## src/hw/rtl/nnr_pkg.sv

```systemverilog
// Shared constants and types for the nearest neighbor resampler.
// Used by nnr_ctrl, nnr_datapath and nearest_neighbor_resampler_core.
`default_nettype none

package nnr_pkg;

  // Sample and accumulator widths.
  localparam int SampleW = 16;
  localparam int PhaseW  = 32;

  // Configuration port.
  localparam int CfgIdxW  = 1;
  localparam int CfgDataW = 32;
  localparam logic [CfgIdxW-1:0] REG_PHASE_STEP   = 1'd0;
  localparam logic [CfgIdxW-1:0] REG_INTERP_MODE  = 1'd1;
  localparam logic [PhaseW-1:0]  PHASE_STEP_RESET = 32'h8000_0000;

  // Largest number of results one interpolated item may cause.
  localparam int MaxRes = 64;
  localparam int CntW   = $clog2(MaxRes + 1);

  // Commands from the controller to the datapath.
  typedef struct packed {
    logic step;        // advance the accumulator by one step
    logic capture;     // hold the input sample for an interpolation burst
    logic load_out;    // load the output register
    logic out_from_in; // output comes from the input ports, not the held sample
    logic out_last;    // mark the loaded result as the item's final one
  } cmd_t;

  // Status from the datapath to the controller.
  typedef struct packed {
    logic interp;      // interpolate mode is configured
    logic wrap_dec;    // current phase is not above the previous phase
    logic wrap_int;    // the next step would wrap
    logic out_free;    // the output register can take a result this cycle
  } sts_t;

endpackage

`default_nettype wire

```

## src/hw/rtl/nnr_datapath.sv

```systemverilog
// Datapath of the resampler: configuration registers, phase accumulator,
// held sample and output register. Depends on nnr_pkg.
`default_nettype none

module nnr_datapath (
  input  wire logic                                 clk,
  input  wire logic                                 rst_n,
  input  wire logic                                 cfg_we,
  input  wire logic [nnr_pkg::CfgIdxW-1:0]          cfg_index,
  input  wire logic [nnr_pkg::CfgDataW-1:0]         cfg_wdata,
  input  wire logic signed [nnr_pkg::SampleW-1:0]   in_sample_i,
  input  wire logic signed [nnr_pkg::SampleW-1:0]   in_sample_q,
  input  wire nnr_pkg::cmd_t                        cmd,
  output nnr_pkg::sts_t                             sts,
  output logic                                      out_valid,
  input  wire logic                                 out_stall,
  output logic signed [nnr_pkg::SampleW-1:0]        out_i,
  output logic signed [nnr_pkg::SampleW-1:0]        out_q,
  output logic                                      out_last
);

  logic [nnr_pkg::PhaseW-1:0]         phase_step_r;
  logic                               interp_mode_r;
  logic [nnr_pkg::PhaseW-1:0]         phase_r;
  logic [nnr_pkg::PhaseW-1:0]         prev_phase_r;
  logic [nnr_pkg::PhaseW-1:0]         phase_nxt;
  logic signed [nnr_pkg::SampleW-1:0] hold_i_r;
  logic signed [nnr_pkg::SampleW-1:0] hold_q_r;
  logic                               out_valid_r;
  logic signed [nnr_pkg::SampleW-1:0] out_i_r;
  logic signed [nnr_pkg::SampleW-1:0] out_q_r;
  logic                               out_last_r;

  // One accumulator step; the sum wraps modulo two to the 32.
  assign phase_nxt = phase_r + phase_step_r;

  // Status back to the controller.
  always_comb begin
    sts.interp   = interp_mode_r;
    sts.wrap_dec = (phase_r <= prev_phase_r);
    sts.wrap_int = (phase_nxt <= phase_r);
    sts.out_free = !out_valid_r || !out_stall;
  end

  // Configuration registers; user writes only while idle, not enforced.
  always_ff @(posedge clk) begin
    if (!rst_n) begin
      phase_step_r  <= nnr_pkg::PHASE_STEP_RESET;
      interp_mode_r <= 1'b0;
    end else if (cfg_we) begin
      case (cfg_index)
        nnr_pkg::REG_PHASE_STEP:  phase_step_r  <= cfg_wdata[nnr_pkg::PhaseW-1:0];
        nnr_pkg::REG_INTERP_MODE: interp_mode_r <= cfg_wdata[0];
        default: ;
      endcase
    end
  end

  // Phase accumulator and the value before its last step.
  always_ff @(posedge clk) begin
    if (!rst_n) begin
      phase_r      <= '0;
      prev_phase_r <= '0;
    end else if (cmd.step) begin
      prev_phase_r <= phase_r;
      phase_r      <= phase_nxt;
    end
  end

  // Sample held for the length of an interpolation burst.
  always_ff @(posedge clk) begin
    if (cmd.capture) begin
      hold_i_r <= in_sample_i;
      hold_q_r <= in_sample_q;
    end
  end

  // Output register; it takes a new item in the cycle its old one leaves.
  always_ff @(posedge clk) begin
    if (!rst_n) begin
      out_valid_r <= 1'b0;
    end else if (cmd.load_out) begin
      out_valid_r <= 1'b1;
    end else if (!out_stall) begin
      out_valid_r <= 1'b0;
    end
  end

  always_ff @(posedge clk) begin
    if (cmd.load_out) begin
      out_i_r    <= cmd.out_from_in ? in_sample_i : hold_i_r;
      out_q_r    <= cmd.out_from_in ? in_sample_q : hold_q_r;
      out_last_r <= cmd.out_last;
    end
  end

  assign out_valid = out_valid_r;
  assign out_i     = out_i_r;
  assign out_q     = out_q_r;
  assign out_last  = out_last_r;

endmodule

`default_nettype wire

```

## src/hw/rtl/nnr_ctrl.sv

```systemverilog
// Controller of the resampler: item acceptance, burst sequencing and the
// owed wrap emission. Depends on nnr_pkg; drives nnr_datapath commands.
`default_nettype none

module nnr_ctrl (
  input  wire logic          clk,
  input  wire logic          rst_n,
  input  wire logic          in_valid,
  output logic               in_stall,
  input  wire nnr_pkg::sts_t sts,
  output nnr_pkg::cmd_t      cmd
);

  typedef enum logic {
    ST_IDLE,
    ST_BURST
  } state_t;

  state_t                    state_r, state_nxt;
  logic                      pending_r, pending_nxt;
  logic                      held_r, held_nxt;
  logic [nnr_pkg::CntW-1:0]  cnt_r, cnt_nxt;

  // Next state and commands. In a burst, a result is held back until the
  // following step tells whether it is the item's final one.
  always_comb begin
    state_nxt   = state_r;
    pending_nxt = pending_r;
    held_nxt    = held_r;
    cnt_nxt     = cnt_r;
    cmd         = '0;
    in_stall    = !((state_r == ST_IDLE) && sts.out_free);
    case (state_r)
      ST_IDLE: begin
        if (in_valid && sts.out_free) begin
          if (!sts.interp) begin
            // Decimate: one step, pass the sample on a wrap.
            cmd.step        = 1'b1;
            cmd.load_out    = sts.wrap_dec;
            cmd.out_from_in = 1'b1;
            cmd.out_last    = 1'b1;
            pending_nxt     = 1'b0;
          end else begin
            // Interpolate: an owed wrap makes the sample the first result.
            cmd.capture = 1'b1;
            held_nxt    = pending_r;
            cnt_nxt     = pending_r ? nnr_pkg::CntW'(1) : '0;
            pending_nxt = 1'b0;
            state_nxt   = ST_BURST;
          end
        end
      end
      ST_BURST: begin
        if (held_r && (cnt_r == nnr_pkg::CntW'(nnr_pkg::MaxRes))) begin
          // Burst cap reached: release the last result, record no wrap.
          if (sts.out_free) begin
            cmd.load_out = 1'b1;
            cmd.out_last = 1'b1;
            held_nxt     = 1'b0;
            state_nxt    = ST_IDLE;
          end
        end else if (!held_r || sts.out_free) begin
          cmd.step = 1'b1;
          if (sts.wrap_int) begin
            // Wrap ends the burst; the next item is owed an emission.
            pending_nxt  = 1'b1;
            cmd.load_out = held_r;
            cmd.out_last = 1'b1;
            held_nxt     = 1'b0;
            state_nxt    = ST_IDLE;
          end else begin
            cmd.load_out = held_r;
            cmd.out_last = 1'b0;
            held_nxt     = 1'b1;
            cnt_nxt      = cnt_r + nnr_pkg::CntW'(1);
          end
        end
      end
      default: begin
        state_nxt = ST_IDLE;
      end
    endcase
  end

  // State and burst bookkeeping.
  always_ff @(posedge clk) begin
    if (!rst_n) begin
      state_r   <= ST_IDLE;
      pending_r <= 1'b0;
      held_r    <= 1'b0;
      cnt_r     <= '0;
    end else begin
      state_r   <= state_nxt;
      pending_r <= pending_nxt;
      held_r    <= held_nxt;
      cnt_r     <= cnt_nxt;
    end
  end

endmodule

`default_nettype wire

```

## src/hw/rtl/nearest_neighbor_resampler_core.sv

```systemverilog
// Nearest neighbor resampler for complex 16-bit I/Q samples, driven by a
// 32-bit phase accumulator. The input channel takes an item (in_sample_i,
// in_sample_q) when in_valid is high and in_stall low; the output channel
// gives out_i, out_q and out_last, which marks the final result of an item,
// under out_valid and out_stall. Configuration: cfg_we with cfg_index 0
// writes phase_step, index 1 writes interpolate_mode (bit 0).
// Decimate mode takes one item per cycle while the output is not stalled; a
// passed sample appears on the output in the cycle after acceptance.
// Interpolate mode holds the item for one accumulator step per cycle
// while the output can take a result; its first result passes through
// the held sample register and then the output register.
// While the receiver stalls, the output register holds its item, the
// burst pauses before the next result and no new item is taken.
// Synchronous reset (rst_n low) sets phase_step to 0x80000000, decimate
// mode, both phases to zero, clears the owed wrap and empties the output.
// Depends on nnr_pkg, nnr_ctrl and nnr_datapath.
`default_nettype none

module nearest_neighbor_resampler_core (
  input  wire logic                                 clk,
  input  wire logic                                 rst_n,
  input  wire logic                                 cfg_we,
  input  wire logic [nnr_pkg::CfgIdxW-1:0]          cfg_index,
  input  wire logic [nnr_pkg::CfgDataW-1:0]         cfg_wdata,
  input  wire logic                                 in_valid,
  output logic                                      in_stall,
  input  wire logic signed [nnr_pkg::SampleW-1:0]   in_sample_i,
  input  wire logic signed [nnr_pkg::SampleW-1:0]   in_sample_q,
  output logic                                      out_valid,
  input  wire logic                                 out_stall,
  output logic signed [nnr_pkg::SampleW-1:0]        out_i,
  output logic signed [nnr_pkg::SampleW-1:0]        out_q,
  output logic                                      out_last
);

  nnr_pkg::cmd_t cmd;
  nnr_pkg::sts_t sts;

  // Sequencing of items and bursts.
  nnr_ctrl u_ctrl (
    .clk      (clk),
    .rst_n    (rst_n),
    .in_valid (in_valid),
    .in_stall (in_stall),
    .sts      (sts),
    .cmd      (cmd)
  );

  // Accumulator, configuration and output register.
  nnr_datapath u_datapath (
    .clk         (clk),
    .rst_n       (rst_n),
    .cfg_we      (cfg_we),
    .cfg_index   (cfg_index),
    .cfg_wdata   (cfg_wdata),
    .in_sample_i (in_sample_i),
    .in_sample_q (in_sample_q),
    .cmd         (cmd),
    .sts         (sts),
    .out_valid   (out_valid),
    .out_stall   (out_stall),
    .out_i       (out_i),
    .out_q       (out_q),
    .out_last    (out_last)
  );

endmodule

`default_nettype wire
```

## config.mk

```make
export PLATFORM = sky130hd
export DESIGN_NAME = nearest_neighbor_resampler_core
export DESIGN_NICKNAME = d
export VERILOG_FILES = /design/src/hw/rtl/nnr_pkg.sv /design/src/hw/rtl/nnr_datapath.sv /design/src/hw/rtl/nnr_ctrl.sv /design/src/hw/rtl/nearest_neighbor_resampler_core.sv
export SDC_FILE = /design/constraint.sdc
export NUM_CORES = 1
export LEC_CHECK = 0
export BUFFER_PORTS_ARGS = -buffer_cell sky130_fd_sc_hd__buf_2
export CAP_MARGIN = 20
export CORE_MARGIN = 4
export CORE_UTILIZATION = 30
export CTS_CLUSTER_SIZE = 30
export DETAILED_ROUTE_END_ITERATION = 6
export SLEW_MARGIN = 20
export SYNTH_ARGS = -nofsm -noshare
export SYNTH_HDL_FRONTEND = slang
export SYNTH_SLANG_ARGS = --single-unit
```

## constraint.sdc

```tcl
create_clock -name clk -period 5.4 [get_ports clk]
set_input_delay 0.81 -clock clk [delete_from_list [all_inputs] [get_ports clk]]
set_output_delay 0.81 -clock clk [all_outputs]
set_load 0.05 [all_outputs]
```

* Yosys cells after proc, flatten, opt, wreduce, memory -nomap -nowiden *
Index checks and enable logic that the tools add are counted.

word-level totals
  register bits after elaboration = 173
  output and inout bits = 35
  word-level logic and storage cells = 89

cells by class
  add/subtract/negate cells = 2
  magnitude comparators = 2
  eq/ne operators = 10
  muxes and demuxes = 45
  bitwise logic cells = 2
  reductions and logical operators = 14

operator list
  kind                                                   number
  <= comparator 32 bit                                   2
  2-to-1 mux 7 bit                                       5
  adder 32 bit                                           1
  2-to-1 mux 16 bit                                      2
  2-to-1 mux 1 bit                                       29
  case mux 7 bit (2 select lines)                        1
  case mux 1 bit (2 select lines)                        6
  inequality test 2 bit, second input constant           5
  AND reduction 4 bit                                    2
  adder 7 x 1 -> 7 bit, second input constant            1
  == test 7 bit, second input constant                   1
  2-to-1 mux 5 bit                                       1
  AND reduction 5 bit                                    1
  zero test 1 bit                                        4
  inequality test 2 x 1 -> 1 bit, second input constant  2
  AND reduction 2 bit                                    2
  logical AND 1 bit                                      3
  2-to-1 mux 3 bit                                       1
  inequality test 3 x 2 -> 1 bit, second input constant  1
  inequality test 3 bit, second input constant           1
  logical OR 1 bit                                       2
  NOT 1 bit                                              2

* Logic depth before layout (Yosys ltp) *
  word-level depth = 7
  mapped depth = 20
  gate-level depth less buffers = 20

* Hierarchy *
Synthesis repeated with hierarchy kept, for this count alone.

second synthesis, totals
  cell total of the unflattened synthesis = 1031
  area, all modules = 10030.9 um^2

by module, submodules not included
  module        times used  cells an instance  area an instance (um^2)
  nnr_datapath  1           950                9416.5
  nnr_ctrl      1           81                 614.3

* Least setup slack after synthesis *
No wires, ideal clock.

  path type = reg-to-reg
  from = reg u_datapath.phase_r[0] (netlist bit)
  to = reg u_ctrl.cnt_r[5] (netlist bit)
  arrival = 4376 ps
  required time = 5283 ps
  setup slack = 907 ps
  cell stages (with the launch flop) = 20
  path buffers = 0
  cells stage by stage = dfxtp_1 -> ha_1 -> fa_1 -> a21oi_1 -> o221ai_1 -> a32oi_1 -> o41ai_2 -> a21boi_1 -> o2111ai_1 -> a31oi_1 -> xnor2_1 -> ha_1 -> nand4_1 -> or2_2 -> o21ai_0 -> nor2_1 -> a311oi_1 -> nand4_1 -> xor2_1 -> nor2_1

between the ends
  word-level cells in the longest chain between the ends = 4

RTL lines
  item                                     line                RTL
  start: declaration                       nnr_datapath.sv:24  logic [nnr_pkg::PhaseW-1:0] phase_r;
  start signal: assignment                 nnr_datapath.sv:66  phase_r <= phase_nxt;
  adder 32 bit                             nnr_datapath.sv:35  assign phase_nxt = phase_r + phase_step_r;
  named net u_datapath.phase_nxt, one bit  nnr_datapath.sv:26  logic [nnr_pkg::PhaseW-1:0] phase_nxt;
  <= comparator 32 bit                     nnr_datapath.sv:41  sts.wrap_int = (phase_nxt <= phase_r);
  inequality test 2 bit (no line)          -
  AND reduction 5 bit (no line)            -
  end signal: assignment                   nnr_ctrl.sv:96      cnt_r <= cnt_nxt;
  end: declaration                         nnr_ctrl.sv:22      logic [nnr_pkg::CntW-1:0] cnt_r, cnt_nxt;

The timed path passes the listed nets, and every way through them passes these cells.
A chain may end at the register's enable or synchronous reset.

==> qor.yml <==
synth_top_family_by_area: "simple AND/OR/NAND/NOR gates"
cts_num_sinks: 173
yosys.area_share.simple: 0.190
ys_types: 57
start_kind: "flip-flop"
grt-ovfl-total: 0
wl_um: 23300
drtIter0Drc: 589
synth_area_leader_cell: "dfxtp_1"
crit_fanout: 5
rsz0062_at_grt: "false"
fmax_ghz: 0.205
drive_above_1_share: 0.137
fin_setup_tns_ps: 0
gp_congestion: 0.903
critical-path-max-stage-delay_ps: 430
ys_seq_area_frac: 0.432
finalHoldViolCount: 0
multiInputGateArea_mm2: 0.00497
grt_max_degree: 44
p_per_area_mw_per_mm2: 366
hold_path_depth: 2
synth_compound_area_frac: 0.163
drtAntennaViolNets: 0
hpwl_um: 17100
timing.final.crit_share: 0.903
cts_max_path_buffers: 2
p_leak_nw: 4.70
slowest_stage: "fa_1"
n_antenna_cell: 0
r2r_slack_ps: 520
grt_use_total: 0.132
drc_errors: 0
ff_latch_area_mm2: 0.00411
fin_hold_ws_ps: 451
ctsHoldBuffers: 0
synth_area_leaders: "dfxtp_1 (23%), edfxtp_1 (20%), ha_1 (13%)"
hold_path.startpoint: "u_datapath.prev_phase_r[27]"
min_path_type: "reg2reg"
skew_ps: 21.3
cts_resized: 0
wire_per_inst_um: 14.3
dpl_worst_slack_ps: 575
grt_pass1_vias: 7327
r2r_end: "u_datapath.out_last"
die_area_mm2: 0.0347
synth_xor_area_frac: 0.0336
antenna_found_initial: 2
muxShareOfSynthArea: 0.00341
die_h_um: 186
worst_slack_ps: 521
ys_warn_count: 0
cap_violations: 0
ys.flop_type: "dfxtp_1"
peakVddDrop_v: 0.000240
cts.clk_slew.worst_paths_ps: 80
htree_levels: 4
yosys.area_share.adder: 0.128
arrival_ps: 5040
outcome: "completed"
coreArea_mm2: 0.0310
setup-violations-final: 0
endpoint_kind: "flip-flop"
cp_cell_sequence: "ha_1, fa_1, a21oi_1, o221ai_1, a32oi_1, o41ai_2, a21boi_1, o2111ai_1, a31oi_1, xnor2_1, ha_1, nand4_1, or2_2, o21ai_0, nor2_1, a21oi_1, o21ai_0, o21ai_0, o21ai_0"
num_vias: 7819
rows: 64
port_buffers: 104
via_per_inst: 4.81
fillers: 3163
r2r_start: "u_datapath.phase_r[0]"
syn_avg_cell_area_um2: 8.48
firstDrtPassIters: 5
async_flop_share: 0
period_needed_ps: 4880
io_pins: 105
synthMostInstantiatedCell: "nand2_1"
synthCells: 1123
clock_latency_ps: 440
area_growth_syn_to_layout_pct: 17.0
cts_made_buffers: 17
reg2regPathDepth: 19
clockRootBuffer: "clkbuf_16"
grt_pass1_wl_um: 37100
netlist_area_mm2: 0.00953
slew_headroom: 0.486
die_x_um: 186
post_cts_buffers: 0
synth_top_area_frac: 0.227
min_to: "u_datapath.prev_phase_r[27]"
crit_path_frequent_cell: "o21ai_0"
ys_ff_latch: 173
start_util: 0.307
cts_tree: "done"
drv_slew: 0
crit_required_ps: 5560
critPathKind: "reg2reg"
nNetsFinal: 1382
syn_nets: 1290
synth_edf_count: 65
synth_common_cells: "nand2_1 (316), a21oi_1 (142), dfxtp_1 (108), ha_1 (96), inv_1 (82)"
tightestPinTransition_ps: 766
==> cells in the final DEF, fill, tap and decap left out, types with 5 or more instances in the layout <==
master	netlist	final
nor2b_1	8	7
ha_1	96	96
nor3_1	5	5
a211oi_1	5	5
xor2_1	15	15
edfxtp_1	65	65
clkbuf_16	0	17
nor2_1	41	40
xnor2_1	19	19
inv_1	82	82
a31oi_1	6	6
o21a_1	8	8
buf_4	0	12
a21o_1	28	28
nand3_1	19	19
dfxtp_1	108	108
nand2_1	316	315
nand4_1	23	23
and3_1	5	5
a21oi_1	142	142
o21bai_1	8	8
o21ai_0	22	22
buf_2	0	104
==> layout make-up <==
type	count	share of cell area
multi-input combinational	823	0.446
sequential	173	0.369
timing repair buffer	117	0.0573
tap	396	0.0445
clock buffer	17	0.0382
inverter	83	0.0280
clock inverter	15	0.0172
==> state kept, by name, indices dropped and copies added, names as in the netlist <==
| name | flops |
|---|---|
| u_datapath.phase_r | 32 |
| u_datapath.phase_step_r | 32 |
| u_datapath.prev_phase_r | 32 |
| u_datapath.hold_i_r | 16 |
| u_datapath.hold_q_r | 16 |
| u_datapath.out_i | 16 |
| u_datapath.out_q | 16 |
| u_ctrl.cnt_r | 7 |
| u_ctrl.held_r | 1 |
| u_ctrl.pending_r | 1 |
| u_ctrl.state_r | 1 |
| u_datapath.interp_mode_r | 1 |
| u_datapath.out_last | 1 |
| u_datapath.out_valid | 1 |
==> stage by stage <==
step	cell area (um^2)	power [mW]	util	std cells
final	11100	4.08	0.360	1624
after global routing	11100	4.30	0.360	1624
after CTS	11100	4.13	0.359	1624
after detailed placement	10500	2.85	0.340	1592
after global placement	10500	2.81	0.339	1591
after floorplan	9530	2.48	-	1123
==> routing by layer <==
layer | GRT usage | vias up | wire [um]
met2 | 0.212 | 169 | 10200
met5 | 0 | - | 23
li1 | - | 4041 | -
met3 | 0.0319 | 20 | 1480
met4 | 0.0274 | 4 | 226
met1 | 0.183 | 3585 | 11400
==> where the power goes <==
group / internal [mW] / leakage [nW] / switching (mW)
Combinational: 0.340 / 2.92 / 0.868
Clock: 0.670 / 0.298 / 0.598
Sequential: 1.54 / 1.48 / 0.0644
Total: 2.55 / 4.70 / 1.53
==> how the worst max path moves through the flow <==
| stage | from | end | slack, ps | cells past startpoint |
|---|---|---|---|---|
| final | u_datapath.phase_r[0] | u_datapath.out_last | 520 | 19 |
| after global routing | u_datapath.phase_r[0] | u_datapath.out_last | 170 | 19 |
| after floorplan | u_datapath.phase_r[0] | u_ctrl.cnt_r[5] | 910 | 19 |
| after detailed placement | u_datapath.phase_r[0] | u_datapath.out_last | 580 | 19 |
| after global placement | u_datapath.phase_r[0] | u_datapath.out_last | 760 | 19 |
| after CTS | u_datapath.phase_r[0] | u_datapath.out_last | 580 | 19 |
==> critical path, delay by kind of cell (launching register included) <==
family,cells,cell delay (ps)
xor gates and xnor gates,1,90
adders and majority gates,3,970
and+or+nand+nor,3,550
DFF,1,360
AOI/OAI and AO/OA,12,2650
==> cells by family after synthesis <==
logic type,Yosys count
buf+inv,127
fa+ha+maj,97
compound gates,253
simple gates,435
mux,3
flops,173
xor+xnor,35
(Power assumes the default switching activity.)
